[src/design/dqke_pkg.sv]
// Shared types and constants for the DNS query key extractor.
// Used by dqke_parser, dqke_out_reg and dns_query_key_extractor_top.
package dqke_pkg;

  localparam int MAX_KEY_LEN_DEF = 255;
  localparam int MAX_LABELS_DEF  = 128;

  localparam logic [15:0] SERVICE_PORT_RST = 16'd53;

  // Frame byte positions, counted from the Ethernet destination address.
  localparam int POS_W = 6;
  localparam logic [POS_W-1:0] POS_SMAC_END  = 6'd6;
  localparam logic [POS_W-1:0] POS_CMAC_END  = 6'd12;
  localparam logic [POS_W-1:0] POS_ETYPE_HI  = 6'd12;
  localparam logic [POS_W-1:0] POS_ETYPE_LO  = 6'd13;
  localparam logic [POS_W-1:0] POS_IHL       = 6'd14;
  localparam logic [POS_W-1:0] POS_PROTO     = 6'd23;
  localparam logic [POS_W-1:0] POS_IP_START  = 6'd26;
  localparam logic [POS_W-1:0] POS_IP_END    = 6'd34;
  localparam logic [POS_W-1:0] POS_SPORT_HI  = 6'd34;
  localparam logic [POS_W-1:0] POS_SPORT_LO  = 6'd35;
  localparam logic [POS_W-1:0] POS_DPORT_HI  = 6'd36;
  localparam logic [POS_W-1:0] POS_DPORT_LO  = 6'd37;
  localparam logic [POS_W-1:0] POS_ID_HI     = 6'd42;
  localparam logic [POS_W-1:0] POS_ID_LO     = 6'd43;
  localparam logic [POS_W-1:0] POS_FLAGS     = 6'd44;
  localparam logic [POS_W-1:0] POS_QDCNT_HI  = 6'd48;
  localparam logic [POS_W-1:0] POS_QDCNT_LO  = 6'd49;
  localparam logic [POS_W-1:0] POS_QNAME     = 6'd54;

  localparam logic [7:0] ETYPE_IPV4_HI = 8'h08;
  localparam logic [7:0] ETYPE_IPV4_LO = 8'h00;
  localparam logic [3:0] IHL_NO_OPT    = 4'd5;
  localparam logic [7:0] PROTO_UDP     = 8'd17;
  localparam logic [7:0] QR_MASK       = 8'h80;
  localparam logic [7:0] QDCOUNT_HI    = 8'd0;
  localparam logic [7:0] QDCOUNT_LO    = 8'd1;
  localparam logic [7:0] LABEL_MAX     = 8'd63;
  localparam logic [7:0] CASE_BIT      = 8'h20;
  localparam logic [7:0] CHAR_UPPER_A  = 8'h41;
  localparam logic [7:0] CHAR_UPPER_Z  = 8'h5A;
  localparam logic [7:0] ROOT_LABEL    = 8'h00;

  localparam logic KIND_KEY     = 1'b0;
  localparam logic KIND_VERDICT = 1'b1;

  localparam logic VERDICT_QUERY = 1'b0;
  localparam logic VERDICT_PASS  = 1'b1;

  typedef struct packed {
    logic        result_kind;
    logic [7:0]  key_byte;
    logic [7:0]  key_index;
    logic        verdict;
    logic [15:0] query_type;
    logic [7:0]  key_length;
    logic [15:0] transaction_id;
    logic [15:0] client_port;
    logic [31:0] client_ip;
    logic [31:0] server_ip;
    logic [47:0] client_mac;
    logic [47:0] server_mac;
  } dqke_res_t;

endpackage

[src/design/dqke_parser.sv]
// Per-frame parse state: header checks, field capture and query name walk.
// Produces at most one result per accepted byte. Depends on dqke_pkg.
module dqke_parser import dqke_pkg::*; #(
  parameter int MAX_KEY_LEN = MAX_KEY_LEN_DEF,
  parameter int MAX_LABELS  = MAX_LABELS_DEF
) (
  input  logic        clk,
  input  logic        rst_n,
  input  logic        acc,
  input  logic [7:0]  pkt_byte,
  input  logic        frame_end,
  input  logic [15:0] service_port,
  output logic        res_valid,
  output dqke_res_t   res
);

  localparam int LBL_W = $clog2(MAX_LABELS + 1);

  typedef enum logic [2:0] {
    PH_HDR, PH_LEN, PH_LABEL, PH_TAIL, PH_DONE, PH_IDLE
  } phase_t;

  phase_t             phase_r, phase_nxt;
  logic [POS_W-1:0]   pos_r, pos_nxt;
  logic [5:0]         lbl_rem_r, lbl_rem_nxt;
  logic [7:0]         offset_r, offset_nxt;
  logic [LBL_W-1:0]   lbl_cnt_r, lbl_cnt_nxt;
  logic               reject_r, reject_nxt;
  logic [2:0]         tail_r, tail_nxt;
  logic [47:0]        smac_r, smac_nxt;
  logic [47:0]        cmac_r, cmac_nxt;
  logic [63:0]        ip_r, ip_nxt;
  logic [15:0]        cport_r, cport_nxt;
  logic [15:0]        txid_r, txid_nxt;
  logic [15:0]        qtype_r, qtype_nxt;

  logic               emit;
  logic [7:0]         kb;
  logic [7:0]         ki;
  logic [8:0]         len_sum;

  assign len_sum = {1'b0, offset_r} + 9'd1 + {3'b000, pkt_byte[5:0]};

  always_comb begin
    phase_nxt   = phase_r;
    pos_nxt     = pos_r;
    lbl_rem_nxt = lbl_rem_r;
    offset_nxt  = offset_r;
    lbl_cnt_nxt = lbl_cnt_r;
    reject_nxt  = reject_r;
    tail_nxt    = tail_r;
    smac_nxt    = smac_r;
    cmac_nxt    = cmac_r;
    ip_nxt      = ip_r;
    cport_nxt   = cport_r;
    txid_nxt    = txid_r;
    qtype_nxt   = qtype_r;
    emit        = 1'b0;
    kb          = 8'd0;
    ki          = 8'd0;

    case (phase_r)
      PH_HDR: begin
        if (pos_r < POS_SMAC_END) begin
          smac_nxt = {smac_r[39:0], pkt_byte};
        end else if (pos_r < POS_CMAC_END) begin
          cmac_nxt = {cmac_r[39:0], pkt_byte};
        end else if (pos_r == POS_ETYPE_HI) begin
          if (pkt_byte != ETYPE_IPV4_HI) reject_nxt = 1'b1;
        end else if (pos_r == POS_ETYPE_LO) begin
          if (pkt_byte != ETYPE_IPV4_LO) reject_nxt = 1'b1;
        end else if (pos_r == POS_IHL) begin
          if (pkt_byte[3:0] != IHL_NO_OPT) reject_nxt = 1'b1;
        end else if (pos_r == POS_PROTO) begin
          if (pkt_byte != PROTO_UDP) reject_nxt = 1'b1;
        end else if (pos_r >= POS_IP_START && pos_r < POS_IP_END) begin
          ip_nxt = {ip_r[55:0], pkt_byte};
        end else if (pos_r == POS_SPORT_HI || pos_r == POS_SPORT_LO) begin
          cport_nxt = {cport_r[7:0], pkt_byte};
        end else if (pos_r == POS_DPORT_HI) begin
          if (pkt_byte != service_port[15:8]) reject_nxt = 1'b1;
        end else if (pos_r == POS_DPORT_LO) begin
          if (pkt_byte != service_port[7:0]) reject_nxt = 1'b1;
        end else if (pos_r == POS_ID_HI || pos_r == POS_ID_LO) begin
          txid_nxt = {txid_r[7:0], pkt_byte};
        end else if (pos_r == POS_FLAGS) begin
          if ((pkt_byte & QR_MASK) != 8'd0) reject_nxt = 1'b1;
        end else if (pos_r == POS_QDCNT_HI) begin
          if (pkt_byte != QDCOUNT_HI) reject_nxt = 1'b1;
        end else if (pos_r == POS_QDCNT_LO) begin
          if (pkt_byte != QDCOUNT_LO) reject_nxt = 1'b1;
        end
        // a header reject keeps the phase; the name walk simply never starts
        if (pos_r == POS_QNAME - 6'd1 && !reject_nxt) phase_nxt = PH_LEN;
      end
      PH_LEN: begin
        if (lbl_cnt_r >= LBL_W'(MAX_LABELS)) begin
          reject_nxt = 1'b1;
          phase_nxt  = PH_IDLE;
        end else if (pkt_byte == ROOT_LABEL) begin
          if (offset_r >= 8'(MAX_KEY_LEN)) begin
            reject_nxt = 1'b1;
            phase_nxt  = PH_IDLE;
          end else begin
            emit       = 1'b1;
            kb         = ROOT_LABEL;
            ki         = offset_r;
            offset_nxt = offset_r + 8'd1;
            phase_nxt  = PH_TAIL;
          end
        end else if (pkt_byte > LABEL_MAX || len_sum > 9'(MAX_KEY_LEN)) begin
          // also catches compression pointers
          reject_nxt = 1'b1;
          phase_nxt  = PH_IDLE;
        end else begin
          emit        = 1'b1;
          kb          = pkt_byte;
          ki          = offset_r;
          offset_nxt  = offset_r + 8'd1;
          lbl_rem_nxt = pkt_byte[5:0];
          lbl_cnt_nxt = lbl_cnt_r + LBL_W'(1);
          phase_nxt   = PH_LABEL;
        end
      end
      PH_LABEL: begin
        emit = 1'b1;
        kb   = pkt_byte;
        if (pkt_byte >= CHAR_UPPER_A && pkt_byte <= CHAR_UPPER_Z) kb = pkt_byte + CASE_BIT;
        ki          = offset_r;
        offset_nxt  = offset_r + 8'd1;
        lbl_rem_nxt = lbl_rem_r - 6'd1;
        if (lbl_rem_nxt == 6'd0) phase_nxt = PH_LEN;
      end
      PH_TAIL: begin
        if (tail_r < 3'd2) qtype_nxt = {qtype_r[7:0], pkt_byte};
        tail_nxt = tail_r + 3'd1;
        if (tail_nxt >= 3'd4) phase_nxt = PH_DONE;
      end
      PH_DONE, PH_IDLE: begin
      end
      default: begin
        phase_nxt = PH_IDLE;
      end
    endcase

    if (pos_r != POS_QNAME) pos_nxt = pos_r + 6'd1;
  end

  // result for this byte, built from the updated capture state
  always_comb begin
    res       = '0;
    res_valid = frame_end || emit;
    if (frame_end) begin
      res.result_kind    = KIND_VERDICT;
      res.verdict        = (!reject_nxt && phase_nxt == PH_DONE) ? VERDICT_QUERY
                                                                 : VERDICT_PASS;
      res.query_type     = qtype_nxt;
      res.key_length     = offset_nxt;
      res.transaction_id = txid_nxt;
      res.client_port    = cport_nxt;
      res.client_ip      = ip_nxt[63:32];
      res.server_ip      = ip_nxt[31:0];
      res.client_mac     = cmac_nxt;
      res.server_mac     = smac_nxt;
    end else begin
      res.result_kind = KIND_KEY;
      res.key_byte    = kb;
      res.key_index   = ki;
    end
  end

  always_ff @(posedge clk) begin
    if (!rst_n || (acc && frame_end)) begin
      phase_r   <= PH_HDR;
      pos_r     <= '0;
      lbl_rem_r <= '0;
      offset_r  <= '0;
      lbl_cnt_r <= '0;
      reject_r  <= 1'b0;
      tail_r    <= '0;
      smac_r    <= '0;
      cmac_r    <= '0;
      ip_r      <= '0;
      cport_r   <= '0;
      txid_r    <= '0;
      qtype_r   <= '0;
    end else if (acc) begin
      phase_r   <= phase_nxt;
      pos_r     <= pos_nxt;
      lbl_rem_r <= lbl_rem_nxt;
      offset_r  <= offset_nxt;
      lbl_cnt_r <= lbl_cnt_nxt;
      reject_r  <= reject_nxt;
      tail_r    <= tail_nxt;
      smac_r    <= smac_nxt;
      cmac_r    <= cmac_nxt;
      ip_r      <= ip_nxt;
      cport_r   <= cport_nxt;
      txid_r    <= txid_nxt;
      qtype_r   <= qtype_nxt;
    end
  end

endmodule

[src/design/dqke_out_reg.sv]
// Result register between the parser and the result channel.
// Depends on dqke_pkg for the result record type.
module dqke_out_reg import dqke_pkg::*; (
  input  logic      clk,
  input  logic      rst_n,
  input  logic      load,
  input  dqke_res_t res_in,
  input  logic      out_ready,
  output logic      can_load,
  output logic      out_valid,
  output dqke_res_t res_out
);

  logic      valid_r, valid_nxt;
  dqke_res_t res_r;

  // free when empty or when the held result leaves this cycle
  assign can_load = !valid_r || out_ready;

  always_comb begin
    valid_nxt = valid_r;
    if (load) begin
      valid_nxt = 1'b1;
    end else if (out_ready) begin
      valid_nxt = 1'b0;
    end
  end

  always_ff @(posedge clk) begin
    if (!rst_n) begin
      valid_r <= 1'b0;
    end else begin
      valid_r <= valid_nxt;
    end
  end

  always_ff @(posedge clk) begin
    if (load) begin
      res_r <= res_in;
    end
  end

  assign out_valid = valid_r;
  assign res_out   = res_r;

endmodule

[src/design/dns_query_key_extractor_top.sv]
// Top level of the DNS query key extractor.
// Instantiates dqke_parser and dqke_out_reg; depends on dqke_pkg.

// Takes an Ethernet frame one byte per transfer and, for an IPv4/UDP DNS query
// to cfg_service_port (reset 53), emits every byte of the lowercased wire-format
// query name with its index, then one verdict record on the frame's last byte
// (verdict 0: valid query, 1: pass to stack) carrying qtype, key length,
// transaction ID, client port, addresses and MACs. Each byte is parsed in the
// cycle it is accepted and its result sits in the result register the next
// cycle. A byte is accepted in every cycle unless the result register holds a
// result the consumer has not taken, so in_ready is high while that register
// is empty or out_ready is high. The configuration register is always ready
// and must only be written between frames.
module dns_query_key_extractor_top import dqke_pkg::*; #(
  parameter int MAX_KEY_LEN = MAX_KEY_LEN_DEF,
  parameter int MAX_LABELS  = MAX_LABELS_DEF
) (
  input  logic        clk,
  input  logic        rst_n,
  input  logic        cfg_valid,
  output logic        cfg_ready,
  input  logic [15:0] cfg_service_port,
  input  logic        in_valid,
  output logic        in_ready,
  input  logic [7:0]  in_pkt_byte,
  input  logic        in_frame_end,
  output logic        out_valid,
  input  logic        out_ready,
  output logic        out_result_kind,
  output logic [7:0]  out_key_byte,
  output logic [7:0]  out_key_index,
  output logic        out_verdict,
  output logic [15:0] out_query_type,
  output logic [7:0]  out_key_length,
  output logic [15:0] out_transaction_id,
  output logic [15:0] out_client_port,
  output logic [31:0] out_client_ip,
  output logic [31:0] out_server_ip,
  output logic [47:0] out_client_mac,
  output logic [47:0] out_server_mac
);

  logic [15:0] service_port_r;
  logic        in_acc;
  logic        res_valid;
  logic        can_load;
  dqke_res_t   res;
  dqke_res_t   res_out;

  assign cfg_ready = 1'b1;

  always_ff @(posedge clk) begin
    if (!rst_n) begin
      service_port_r <= SERVICE_PORT_RST;
    end else if (cfg_valid && cfg_ready) begin
      service_port_r <= cfg_service_port;
    end
  end

  assign in_ready = can_load;
  assign in_acc   = in_valid && in_ready;

  dqke_parser #(
    .MAX_KEY_LEN (MAX_KEY_LEN),
    .MAX_LABELS  (MAX_LABELS)
  ) u_parser (
    .clk          (clk),
    .rst_n        (rst_n),
    .acc          (in_acc),
    .pkt_byte     (in_pkt_byte),
    .frame_end    (in_frame_end),
    .service_port (service_port_r),
    .res_valid    (res_valid),
    .res          (res)
  );

  dqke_out_reg u_out_reg (
    .clk       (clk),
    .rst_n     (rst_n),
    .load      (in_acc && res_valid),
    .res_in    (res),
    .out_ready (out_ready),
    .can_load  (can_load),
    .out_valid (out_valid),
    .res_out   (res_out)
  );

  assign out_result_kind    = res_out.result_kind;
  assign out_key_byte       = res_out.key_byte;
  assign out_key_index      = res_out.key_index;
  assign out_verdict        = res_out.verdict;
  assign out_query_type     = res_out.query_type;
  assign out_key_length     = res_out.key_length;
  assign out_transaction_id = res_out.transaction_id;
  assign out_client_port    = res_out.client_port;
  assign out_client_ip      = res_out.client_ip;
  assign out_server_ip      = res_out.server_ip;
  assign out_client_mac     = res_out.client_mac;
  assign out_server_mac     = res_out.server_mac;

  // the last byte of a frame always yields a verdict record next cycle
  a_end_gives_verdict: assert property (@(posedge clk) disable iff (!rst_n)
    in_valid && in_ready && in_frame_end |=> out_valid && out_result_kind == KIND_VERDICT)
    else $error("frame end without verdict record");

  a_key_fields_clear: assert property (@(posedge clk) disable iff (!rst_n)
    out_valid && out_result_kind == KIND_KEY |->
      out_verdict == 1'b0 && out_key_length == 8'd0 && out_query_type == 16'd0 &&
      out_client_ip == 32'd0 && out_server_mac == 48'd0)
    else $error("key result carries record fields");

  a_verdict_key_clear: assert property (@(posedge clk) disable iff (!rst_n)
    out_valid && out_result_kind == KIND_VERDICT |->
      out_key_byte == 8'd0 && out_key_index == 8'd0)
    else $error("verdict record carries key byte");

  // an accepted query has at least the root byte in its key
  a_query_has_key: assert property (@(posedge clk) disable iff (!rst_n)
    out_valid && out_result_kind == KIND_VERDICT && out_verdict == VERDICT_QUERY |->
      out_key_length != 8'd0)
    else $error("valid query with empty key");

endmodule

[config.mk]
export PLATFORM = sky130hd
export DESIGN_NAME = dns_query_key_extractor_top
export DESIGN_NICKNAME = d
export VERILOG_FILES = /design/src/design/dqke_pkg.sv /design/src/design/dqke_parser.sv /design/src/design/dqke_out_reg.sv /design/src/design/dns_query_key_extractor_top.sv
export SDC_FILE = /design/constraint.sdc
export NUM_CORES = 1
export LEC_CHECK = 0
export BUFFER_PORTS_ARGS = -buffer_cell sky130_fd_sc_hd__buf_2
export CORE_AREA = 2 2 236 238
export CTS_CLUSTER_SIZE = 12
export DETAILED_ROUTE_END_ITERATION = 8
export DIE_AREA = 0 0 238 240
export GPL_TIMING_DRIVEN = 0
export SETUP_SLACK_MARGIN = 0.05
export SLEW_MARGIN = 40
export SYNTH_ARGS = -nofsm -noshare
export SYNTH_HDL_FRONTEND = slang
export SYNTH_HIERARCHICAL = 1
export SYNTH_SLANG_ARGS = --single-unit
[constraint.sdc]
create_clock -name clk -period 12.6 [get_ports clk]
set_input_delay 2.52 -clock clk [delete_from_list [all_inputs] [get_ports clk]]
set_output_delay 2.52 -clock clk [all_outputs]
set_load 0.01 [all_outputs]
Word-level counts from Yosys, hierarchy flattened --
Index checks and enable logic that the tools add are counted.
Cells by class: $add $sub $neg 8, magnitude comparators 12, eq/ne operators 30, multiplexer cells 100, bitwise operators 3, reductions and logical operators 28
Operators by type and width (number):
- 64-bit 2-to-1 mux | 8
- 16-bit 2-to-1 mux | 23
- 48-bit 2-to-1 mux | 5
- 8-bit 2-to-1 mux | 12
- 6-bit == test (second input constant) | 10
- 8-bit one-hot mux with 2 select lines | 3
- 1-bit 2-to-1 mux | 35
- 3-bit 2-to-1 mux | 7
- 6-bit by 4-bit == test with 1-bit output (second input constant) | 3
- 6-bit 2-to-1 mux | 3
- 8-bit by 1-bit adder with 8-bit output (second input constant) | 2
- 8-bit >= comparator (second input constant) | 2
- 8-bit != test | 2
- 3-bit one-hot mux with 5 select lines | 1
- 6-bit one-hot mux with 2 select lines | 1
- 5-bit AND reduction | 2
- 8-bit by 1-bit adder with 9-bit output (second input constant) | 1
- 9-bit by 6-bit adder with 9-bit output | 1
- 3-bit == test (second input constant) | 3
- 9-bit by 8-bit > comparator with 1-bit output (second input constant) | 1
- 8-bit by 6-bit adder with 8-bit output (second input constant) | 1
- 8-bit by 7-bit >= comparator with 1-bit output (second input constant) | 1
- 8-bit by 6-bit > comparator with 1-bit output (second input constant) | 1
- 8-bit by 7-bit less-or-equal comparator with 1-bit output (second input constant) | 1
- other kinds (30) | 52
Word-level totals: register bits 494, input port bits 30, output and inout port bits 237

Logic depth before layout (Yosys ltp) --
Gate-level depths: netlist (run 1).
word-level depth 24, gate-level depth with buffers 14, mapped depth without buffers 13

By module --
Netlist (run 1), hierarchy kept.
By module, submodules not included:
- dqke_parser | times used 1, cells each 2006, area an instance 13863.3 um2, sequential area each 4864.7 um2
- dqke_out_reg | times used 1, cells each 238, area an instance 7075.5 um2, sequential area each 7046.8 um2
- dns_query_key_extractor_top | times used 1, cells each 55, area an instance 629.4 um2, sequential area each 320.3 um2

Worst setup path after synthesis (run 1) --
OpenSTA, ideal clock, no wires.
path type input to register, from input port in_pkt_byte[0], to register u_out_reg.valid_r (netlist: u_out_reg/out_valid), library setup time 79 ps, arrival time 10302 ps, data required time 12521 ps, path slack 2219 ps, stages 14, path through buf_1 > inv_1 > ha_1 > inv_1 > fa_1 > a211oi_1 > o21ai_1 > a21oi_4 > o21ai_2 > nand2_1 > or2_2 > and3_1 > inv_1 > a21boi_2
On the way: word-level cells in the longest chain between the ends 10, elaborated cells between the ends (all ways) 13
Ends and longest elaborated chain:
- start, declared | RTL line dns_query_key_extractor_top.sv:25 | input logic [7:0] in_pkt_byte,
- 9-bit by 6-bit adder with 9-bit output | RTL line dqke_parser.sv:42 | assign len_sum = {1'b0, offset_r} + 9'd1 + {3'b000, pkt_byte[5:0]};
- 9-bit by 8-bit > comparator with 1-bit output | RTL line dqke_parser.sv:111 | end else if (pkt_byte > LABEL_MAX || len_sum > 9'(MAX_KEY_LEN)) begin
- 1-bit logical OR | RTL line dqke_parser.sv:111
- 1-bit 2-to-1 mux | RTL line dqke_parser.sv:111
- 1-bit 2-to-1 mux (*) | RTL line dqke_parser.sv:100 | end else if (pkt_byte == ROOT_LABEL) begin
- 1-bit 2-to-1 mux (*) | RTL line dqke_parser.sv:97 | if (lbl_cnt_r >= LBL_W'(MAX_LABELS)) begin
- 1-bit one-hot mux with 2 select lines (*) | RTL line dqke_parser.sv:62 | case (phase_r)
- 1-bit logical OR (*) | RTL line dqke_parser.sv:152 | res_valid = frame_end || emit;
- net res_valid | RTL line dns_query_key_extractor_top.sv:45 | logic res_valid;
- 1-bit logical AND (*) | RTL line dns_query_key_extractor_top.sv:80 | .load (in_acc && res_valid),
- 1-bit 2-to-1 mux / 2-bit nonzero test (equally long branches)
- end signal, assigned | RTL line dqke_out_reg.sv:33 | valid_r <= valid_nxt;
- end, declared | RTL line dqke_out_reg.sv:14 | logic valid_r, valid_nxt;
The timed path passes the listed nets; every way through them passes the cells marked *. A chain may end at the register's enable or synchronous reset.

Worst setup path in the final report (run 1) --
from input port in_pkt_byte[0], to register u_out_reg.res_r (netlist bit u_out_reg/res_out[40]), enable pin
On the way: word-level cells in the longest chain between the ends 9, elaborated cells between the ends (all ways) 11
Ends and longest elaborated chain:
- 9-bit by 6-bit adder with 9-bit output | RTL line dqke_parser.sv:42
- 9-bit by 8-bit > comparator with 1-bit output | RTL line dqke_parser.sv:111
- 1-bit logical OR | RTL line dqke_parser.sv:111
- 1-bit 2-to-1 mux | RTL line dqke_parser.sv:111
- 1-bit 2-to-1 mux (*) | RTL line dqke_parser.sv:100
- 1-bit 2-to-1 mux (*) | RTL line dqke_parser.sv:97
- 1-bit one-hot mux with 2 select lines (*) | RTL line dqke_parser.sv:62
- 1-bit logical OR (*) | RTL line dqke_parser.sv:152
- net res_valid | RTL line dns_query_key_extractor_top.sv:45
- 1-bit logical AND (*) | RTL line dns_query_key_extractor_top.sv:80
- end signal, assigned | RTL line dqke_out_reg.sv:39 | res_r <= res_in;
- end, declared | RTL line dqke_out_reg.sv:15 | dqke_res_t res_r;
Marks and branches as above.

==> results of run 1 <==
synth_stat cells, drive strengths merged, types with 11 or more instances:
| cell | n |
|---|---|
| a21boi | 179 |
| a21oi | 243 |
| and2 | 16 |
| buf | 48 |
| clkbuf | 123 |
| dfxtp | 260 |
| edfxtp | 234 |
| ha | 18 |
| inv | 14 |
| mux2i | 48 |
| nand2 | 808 |
| nand3 | 17 |
| nand4 | 14 |
| nor2 | 61 |
| nor2b | 50 |
| nor3 | 11 |
| o21ai | 22 |
| xnor2 | 25 |
| xor2 | 12 |
path summary, 6_finish.rpt:
path | start | end | cells past startpoint
hold / removal | u_parser/cport_r[12]$_SDFFE_PP0P_ | u_parser/cport_r[12]$_SDFFE_PP0P_ | 2
setup reg to reg | u_parser/offset_r[0]$_SDFFE_PP0P_ | u_out_reg/res_out[40]$_DFFE_PP_ | 14
hold reg to reg | u_parser/cport_r[12]$_SDFFE_PP0P_ | u_parser/cport_r[12]$_SDFFE_PP0P_ | 2
setup / recovery | in_pkt_byte[0] | u_out_reg/res_out[40]$_DFFE_PP_ | 16
power groups by stage:
stage | combinational, W | sequential [W] | clock, W
3_5_place_dp | 0.000186 | 0.00176 | 0
5_1_grt | 0.000200 | 0.00173 | 0.00168
3_3_place_gp | 0.000178 | 0.00177 | 0
4_1_cts | 0.000186 | 0.00172 | 0.00162
2_1_floorplan | 0.0000857 | 0.00178 | 0
6_report | 0.000184 | 0.00172 | 0.00158
per-layer routing:
| metal | part of all wire | up-vias |
|---|---|---|
| met5 | 0 | - |
| met4 | 0.024 | 0 |
| met3 | 0.052 | 94 |
| met2 | 0.47 | 448 |
| met1 | 0.45 | 8358 |
| li1 | - | 8434 |
critical path: stages:
cell and delay (ps):
sky130_fd_sc_hd__buf_2 110, sky130_fd_sc_hd__buf_1 420, sky130_fd_sc_hd__inv_1 270, sky130_fd_sc_hd__ha_1 260, sky130_fd_sc_hd__inv_1 60, sky130_fd_sc_hd__fa_1 150, sky130_fd_sc_hd__a211oi_1 60, sky130_fd_sc_hd__o21ai_1 530
sky130_fd_sc_hd__a21oi_4 150, sky130_fd_sc_hd__o21ai_2 400, sky130_fd_sc_hd__nand2_1 120, sky130_fd_sc_hd__or2_2 330, sky130_fd_sc_hd__and3_4 300, sky130_fd_sc_hd__buf_12 220, sky130_fd_sc_hd__buf_12 210, sky130_fd_sc_hd__buf_12 200
sequential cells by signal, indices dropped and copies added, names as in the netlist:
register and flops:
service_port_r 16, u_out_reg/out_valid 1, u_out_reg/res_out 234, u_parser/cmac_r 48, u_parser/cport_r 16, u_parser/ip_r 64
u_parser/lbl_cnt_r 8, u_parser/lbl_rem_r 6, u_parser/offset_r 8, u_parser/phase_r 3, u_parser/pos_r 6, u_parser/qtype_r 16
u_parser/reject_r 1, u_parser/smac_r 48, u_parser/tail_r 3, u_parser/txid_r 16
stage by stage:
step / TNS, ps / utilization
floorplan: 0 / -
global placement: -157930 / 0.435
CTS: 0 / 0.469
finish: 0 / 0.469
detailed placement: 0 / 0.437
global route: 0 / 0.469
cells by family after synthesis:
group / count (synthesis)
simple gates: 1023
mux: 48
other cells: 1
xor+xnor: 37
compound gates: 491
flops: 494
fa+ha+maj: 19
buf+inv: 186
cell type report:
class                      instances  area, um^2
clock inverter                    24         248
tap                              704         881
buffer                           171         781
inverter                          15        56.3
sequential                       494       12200
timing repair buffer             269        1440
fill                            5180       29000
clock buffer                      77        1500
multi-input combinational       1619        8520
==> reports/metrics.yaml, run 1 <==
outcome: "finished, final reports clean"
switching_power_w: 0.000788
synth_top_flop_cell: "sky130_fd_sc_hd__dfxtp_1"
finalCriticalPeriod_ps: 6040
fp.dieArea_um2: 57100
synth_edf_count: 234
criticalPathCategory: "in2reg"
power-per-cell-area_nw_per_um2: 136
antennaDiodeCount: 0
placed_cell_area_um2: 23900
postSynthAreaPerCell_um2: 9.38
crit_path_start_kind: "input port"
worstHoldPathType: "reg2reg"
synthArstFlopShare: 0
place_congestion: 0.871
netSwitchingFraction: 0.226
global_route.usage.total: 0.211
cts_resized: 0
placedCellCount: 3271
muxShareOfSynthArea: 0.0223
grt_antenna_before_repair: 0
route.vias.total: 17300
cts_inserted_buffers: 54
worst_clock_skew_ps: 19.7
critical_path_peak_fanout: 41
p_comb_frac: 0.053
post_cts_hold_buffer_count: 0
synthToLayoutAreaGrowth_pct: 19.0
final_cell_mix: "805 x sky130_fd_sc_hd__nand2_1, 283 x sky130_fd_sc_hd__buf_2, 260 x sky130_fd_sc_hd__dfxtp_1"
xor_xnor_cell_area_share_of_the_yosys_netlist: 0.0150
aggregate_routed_wire_length_um: 61800
grt_first_pass_wirelength_um: 94100
whs_ps: 452
clock_tree.buffer_depth: 3
p_int_w: 0.00270
clk-insertion-delay-late_ps: 610
core_box_area_um2: 54700
tritoncts_clock_tree: "built"
synthesized_area_fraction_occupied_by_ao_oa_aoi_and_oai_cells: 0.145
synth.distinct_cells: 78
dpl_worst_slack_ps: 5920
initial_core_util: 0.395
post_synth_and_or_nand_nor_area_fraction: 0.201
ys_seq_area_frac: 0.567
buffer_ports.inserted: 262
final_antenna_violating_net_count: 0
synth.largest_area_cell: "sky130_fd_sc_hd__edfxtp_1"
post-cts-setup-buffer-count: 0
synthesis.yosys.warnings: 6
rsz_0062_raised_after_global_routing: "no"
drv_slew: 0
clk_pin_slew_ps: 60
commonest_non_fill_non_tap_cell_in_the_layout: "sky130_fd_sc_hd__nand2_1"
cp.required_ps: 12950
synthesis.instances: 2299
final-hold-violation-count: 0
drt_first_pass_iters: 5
globalRoute.totalOverflow: 0
groute.layer.met1.usage: 0.289
seqPwrFrac: 0.495
p_clk_frac: 0.452
die_w_um: 238
dp.final_hpwl_um: 43300
synth.top_cells.by_area: "sky130_fd_sc_hd__edfxtp_1 33%, sky130_fd_sc_hd__dfxtp_1 24%, sky130_fd_sc_hd__nand2_1 14%"
cts.sink_count: 494
wire_per_inst_um: 18.3
layout-drive-gt1-share: 0.161
slew_headroom: 0.431
grt_start_max_net_pins: 46
cp_data_arrival_time_ps: 6380
synth-adder-area-share: 0.0114
area_of_the_mapped_netlist_um2: 21600
grt_use_met2: 0.347
finalNetCount: 2673
layoutNonFillerInstCount: 3373
placement_rows: 86
worst_ir_drop_vdd_v: 0.0000971
max-cap-violations: 0
busiest_layer: "met2"
leakage_nw: 8.90
number_of_flip_flops_and_latches_in_the_synthesized_netlist: 494
htreeDepth: 2
largest_family_of_logic_cells_by_synthesized_area: "simple AND/OR/NAND/NOR gates"
drc_errors: 0
detailedRoute.firstIterationViolations: 1176
max_slew.worst_pin.slew_ps: 852
global_route.usage.met3: 0.0340
fmax_mhz: 166
grt_pass1_vias: 16700
synth_fp_nets: 2348
cp-end-kind: "flip-flop"
finalSetupViolations: 0
cell_chosen_for_the_clock_root: "sky130_fd_sc_hd__clkbuf_16"
report.power.total_w: 0.00348
setup_ws_ps: 6560
num_io_pins: 267
vias_per_cell: 5.14
synth_top_cell_area_share: 0.326
regToRegSetupSlack_ps: 8720
period_share: 0.479
postLayoutCellArea_um2: 25700
die_y_um: 240
Power figures use the tool's default switching activity.
==> inputs of run 2 (changes only) <==
==> constraint.sdc (replaced) <==
create_clock -name clk -period 5.2 [get_ports clk]
set_input_delay 1.04 -clock clk [delete_from_list [all_inputs] [get_ports clk]]
set_output_delay 1.04 -clock clk [all_outputs]
set_load 0.01 [all_outputs]
==> run 2 against run 1 <==
  * Sequential power is 140% higher
  * Non-clock buffer count down 1
  * Clock skew up 3.4 ps
  * Via count about the same
  * Setup slack got worse by 6200 ps
  * Register-to-register slack worse by 7700 ps
  * Sequential cell count did not move
  * Total power up 140%
  * First-iteration DRC count is 2.0% higher
==> reports/metrics.yaml, run 2 (synthesis results as in run 1) <==
commonest_non_fill_non_tap_cell_in_the_layout: "sky130_fd_sc_hd__nand2_1"
power-per-cell-area_nw_per_um2: 327  # +140%
clk-insertion-delay-late_ps: 610  # about the same
post-cts-setup-buffer-count: 0  # unchanged
slowest_delay_ps: 530  # about the same
vias_per_cell: 5.14  # about the same
htreeDepth: 2  # unchanged
buffer_ports.inserted: 262  # unchanged
cp_data_arrival_time_ps: 5180  # -1200 ps
report.power.total_w: 0.00837  # +140%
grt_first_pass_wirelength_um: 92900  # -1.3%
cts.sink_count: 494  # unchanged
die_y_um: 240  # unchanged
grt_start_max_net_pins: 46  # unchanged
aggregate_routed_wire_length_um: 61700  # -0.24%
fmax_mhz: 207
wire_per_inst_um: 18.3  # -0.24%
worst_clock_skew_ps: 23.1  # +3.37 ps
synthToLayoutAreaGrowth_pct: 18.9  # about the same
globalRoute.totalOverflow: 0  # unchanged
critical_path_peak_fanout: 40  # -2.4%
worstHoldPathType: "reg2reg"
final-hold-violation-count: 0  # unchanged
switching_power_w: 0.00191  # +140%
clock_tree.buffer_depth: 3  # unchanged
crit_buf_inv: 8  # +1
period_share: 0.928
worst_ir_drop_vdd_v: 0.000252  # +160%
final_antenna_violating_net_count: 0  # unchanged
drv_slew: 0  # unchanged
place_congestion: 0.879  # +0.96%
initial_core_util: 0.395  # unchanged
multi_input_comb_area_um2: 8520  # unchanged
cp.required_ps: 5550  # -7400 ps
netSwitchingFraction: 0.228  # +0.00194
core_box_area_um2: 54700  # unchanged
largest_register_ff_count: 234  # unchanged
final.fill_count: 5225  # +0.87%
setup_ws_ps: 373  # -6190 ps
worst_path_most_repeated_cell: "sky130_fd_sc_hd__buf_12"
slew_headroom: 0.378  # -0.0532
clk_pin_slew_ps: 60  # about the same
cell_chosen_for_the_clock_root: "sky130_fd_sc_hd__clkbuf_16"
slowest_stage_cell_on_the_critical_path: "sky130_fd_sc_hd__o21ai_1"
rsz_0062_raised_after_global_routing: "no"
dp.final_hpwl_um: 43300  # -0.11%
criticalPathCategory: "in2reg"
crit_chain: "buf_2 > buf_1 > inv_1 > ha_1 > inv_1 > fa_1 > a211oi_1 > o21ai_1 > a21oi_4 > o21ai_2 > nand2_1 > or2_2 > and3_4 > buf_12 > buf_12 > buf_12 > buf_12"
seqPwrFrac: 0.499  # +0.004
p_comb_frac: 0.053  # about the same
finalCriticalPeriod_ps: 4830
max_slew.worst_pin.slew_ps: 934  # +81.7 ps
route.vias.total: 17300  # -0.052%
placed_cell_area_um2: 23900  # unchanged
drt_first_pass_iters: 5  # unchanged
p_int_w: 0.00646  # +140%
num_io_pins: 267  # unchanged
drc_errors: 0  # unchanged
tritoncts_clock_tree: "built"
cp-end-kind: "flip-flop"
p_clk_frac: 0.448  # -0.004
postLayoutCellArea_um2: 25600  # about the same
antennaDiodeCount: 0  # unchanged
finalNetCount: 2672  # -0.037%
grt_antenna_before_repair: 0  # unchanged
cts_resized: 0  # unchanged
sequential_cell_area_um2: 12200  # unchanged
leakage_nw: 8.90  # about the same
layout-drive-gt1-share: 0.162  # +0.000375
crit_family: "buffers and inverters"
detailedRoute.firstIterationViolations: 1200  # +2.0%
outcome: "finished, final reports clean"
post_cts_hold_buffer_count: 0  # unchanged
grt_pass1_vias: 16400  # -1.3%
crit_path_start_kind: "input port"
max-cap-violations: 0  # unchanged
final_cell_mix: "805 x sky130_fd_sc_hd__nand2_1, 283 x sky130_fd_sc_hd__buf_2, 260 x sky130_fd_sc_hd__dfxtp_1"
placement_rows: 86  # unchanged
fp.dieArea_um2: 57100  # unchanged
die_w_um: 238  # unchanged
global_route.usage.total: 0.209  # -0.00239
cts_inserted_buffers: 54  # unchanged
dpl_worst_slack_ps: -231  # -6150 ps
finalSetupViolations: 0  # unchanged
[run 2: layout make-up]
class | count | share of cell area
buffer | 171 | 0.0305
multi-input combinational | 1619 | 0.332
timing repair buffer | 268 | 0.0558
sequential | 494 | 0.477
tap | 704 | 0.0344
clock buffer | 81 | 0.0627
clock inverter | 21 | 0.00503
inverter | 15 | 0.00220
[run 2: power groups by stage]
stage | logic [W] | registers [W] | clock network, W
floorplan | 0.000208 | 0.00429 | 0
global placement | 0.000431 | 0.00427 | 0
detailed placement | 0.000449 | 0.00426 | 0
CTS | 0.000450 | 0.00418 | 0.00384
global route | 0.000481 | 0.00418 | 0.00399
finish | 0.000445 | 0.00418 | 0.00375
[run 2: worst register-to-register path, delay by kind of cell, from the launching register on]
family	cells	cell delay, ps
compound gates	4	960
simple gates	3	710
buf+inv	6	1210
fa+ha+maj	2	500
flops	1	420
[run 2: stage by stage]
| stage | hold slack (ps) | utilization | TNS, ps | std cells |
|---|---|---|---|---|
| detailed placement | 447 | 0.437 | -10890 | 3271 |
| floorplan | 436 | - | 0 | 2299 |
| finish | 454 | 0.469 | 0 | 3373 |
| global route | 474 | 0.469 | 0 | 3373 |
| global placement | 443 | 0.435 | -275750 | 3265 |
| CTS | 454 | 0.469 | 0 | 3373 |
[run 2: per-layer routing]
layer / vias up / part of all wire / global-route usage
li1: 8420 / - / -
met1: 8368 / 0.45 / 0.282
met2: 445 / 0.48 / 0.349
met3: 92 / 0.048 / 0.0289
met4: 0 / 0.024 / 0.0652
met5: - / 0 / 0
[run 2: path summary, 6_finish.rpt]
check	startpoint	cells past startpoint	endpoint	slack, ps
hold reg to reg	u_parser/qtype_r[11]$_SDFFE_PP0P_	2	u_parser/qtype_r[11]$_SDFFE_PP0P_	450
setup / recovery	in_pkt_byte[0]	17	u_out_reg/res_out[31]$_DFFE_PP_	370
setup reg to reg	u_parser/offset_r[0]$_SDFFE_PP0P_	15	u_out_reg/res_out[31]$_DFFE_PP_	1070
hold / removal	u_parser/qtype_r[11]$_SDFFE_PP0P_	2	u_parser/qtype_r[11]$_SDFFE_PP0P_	450
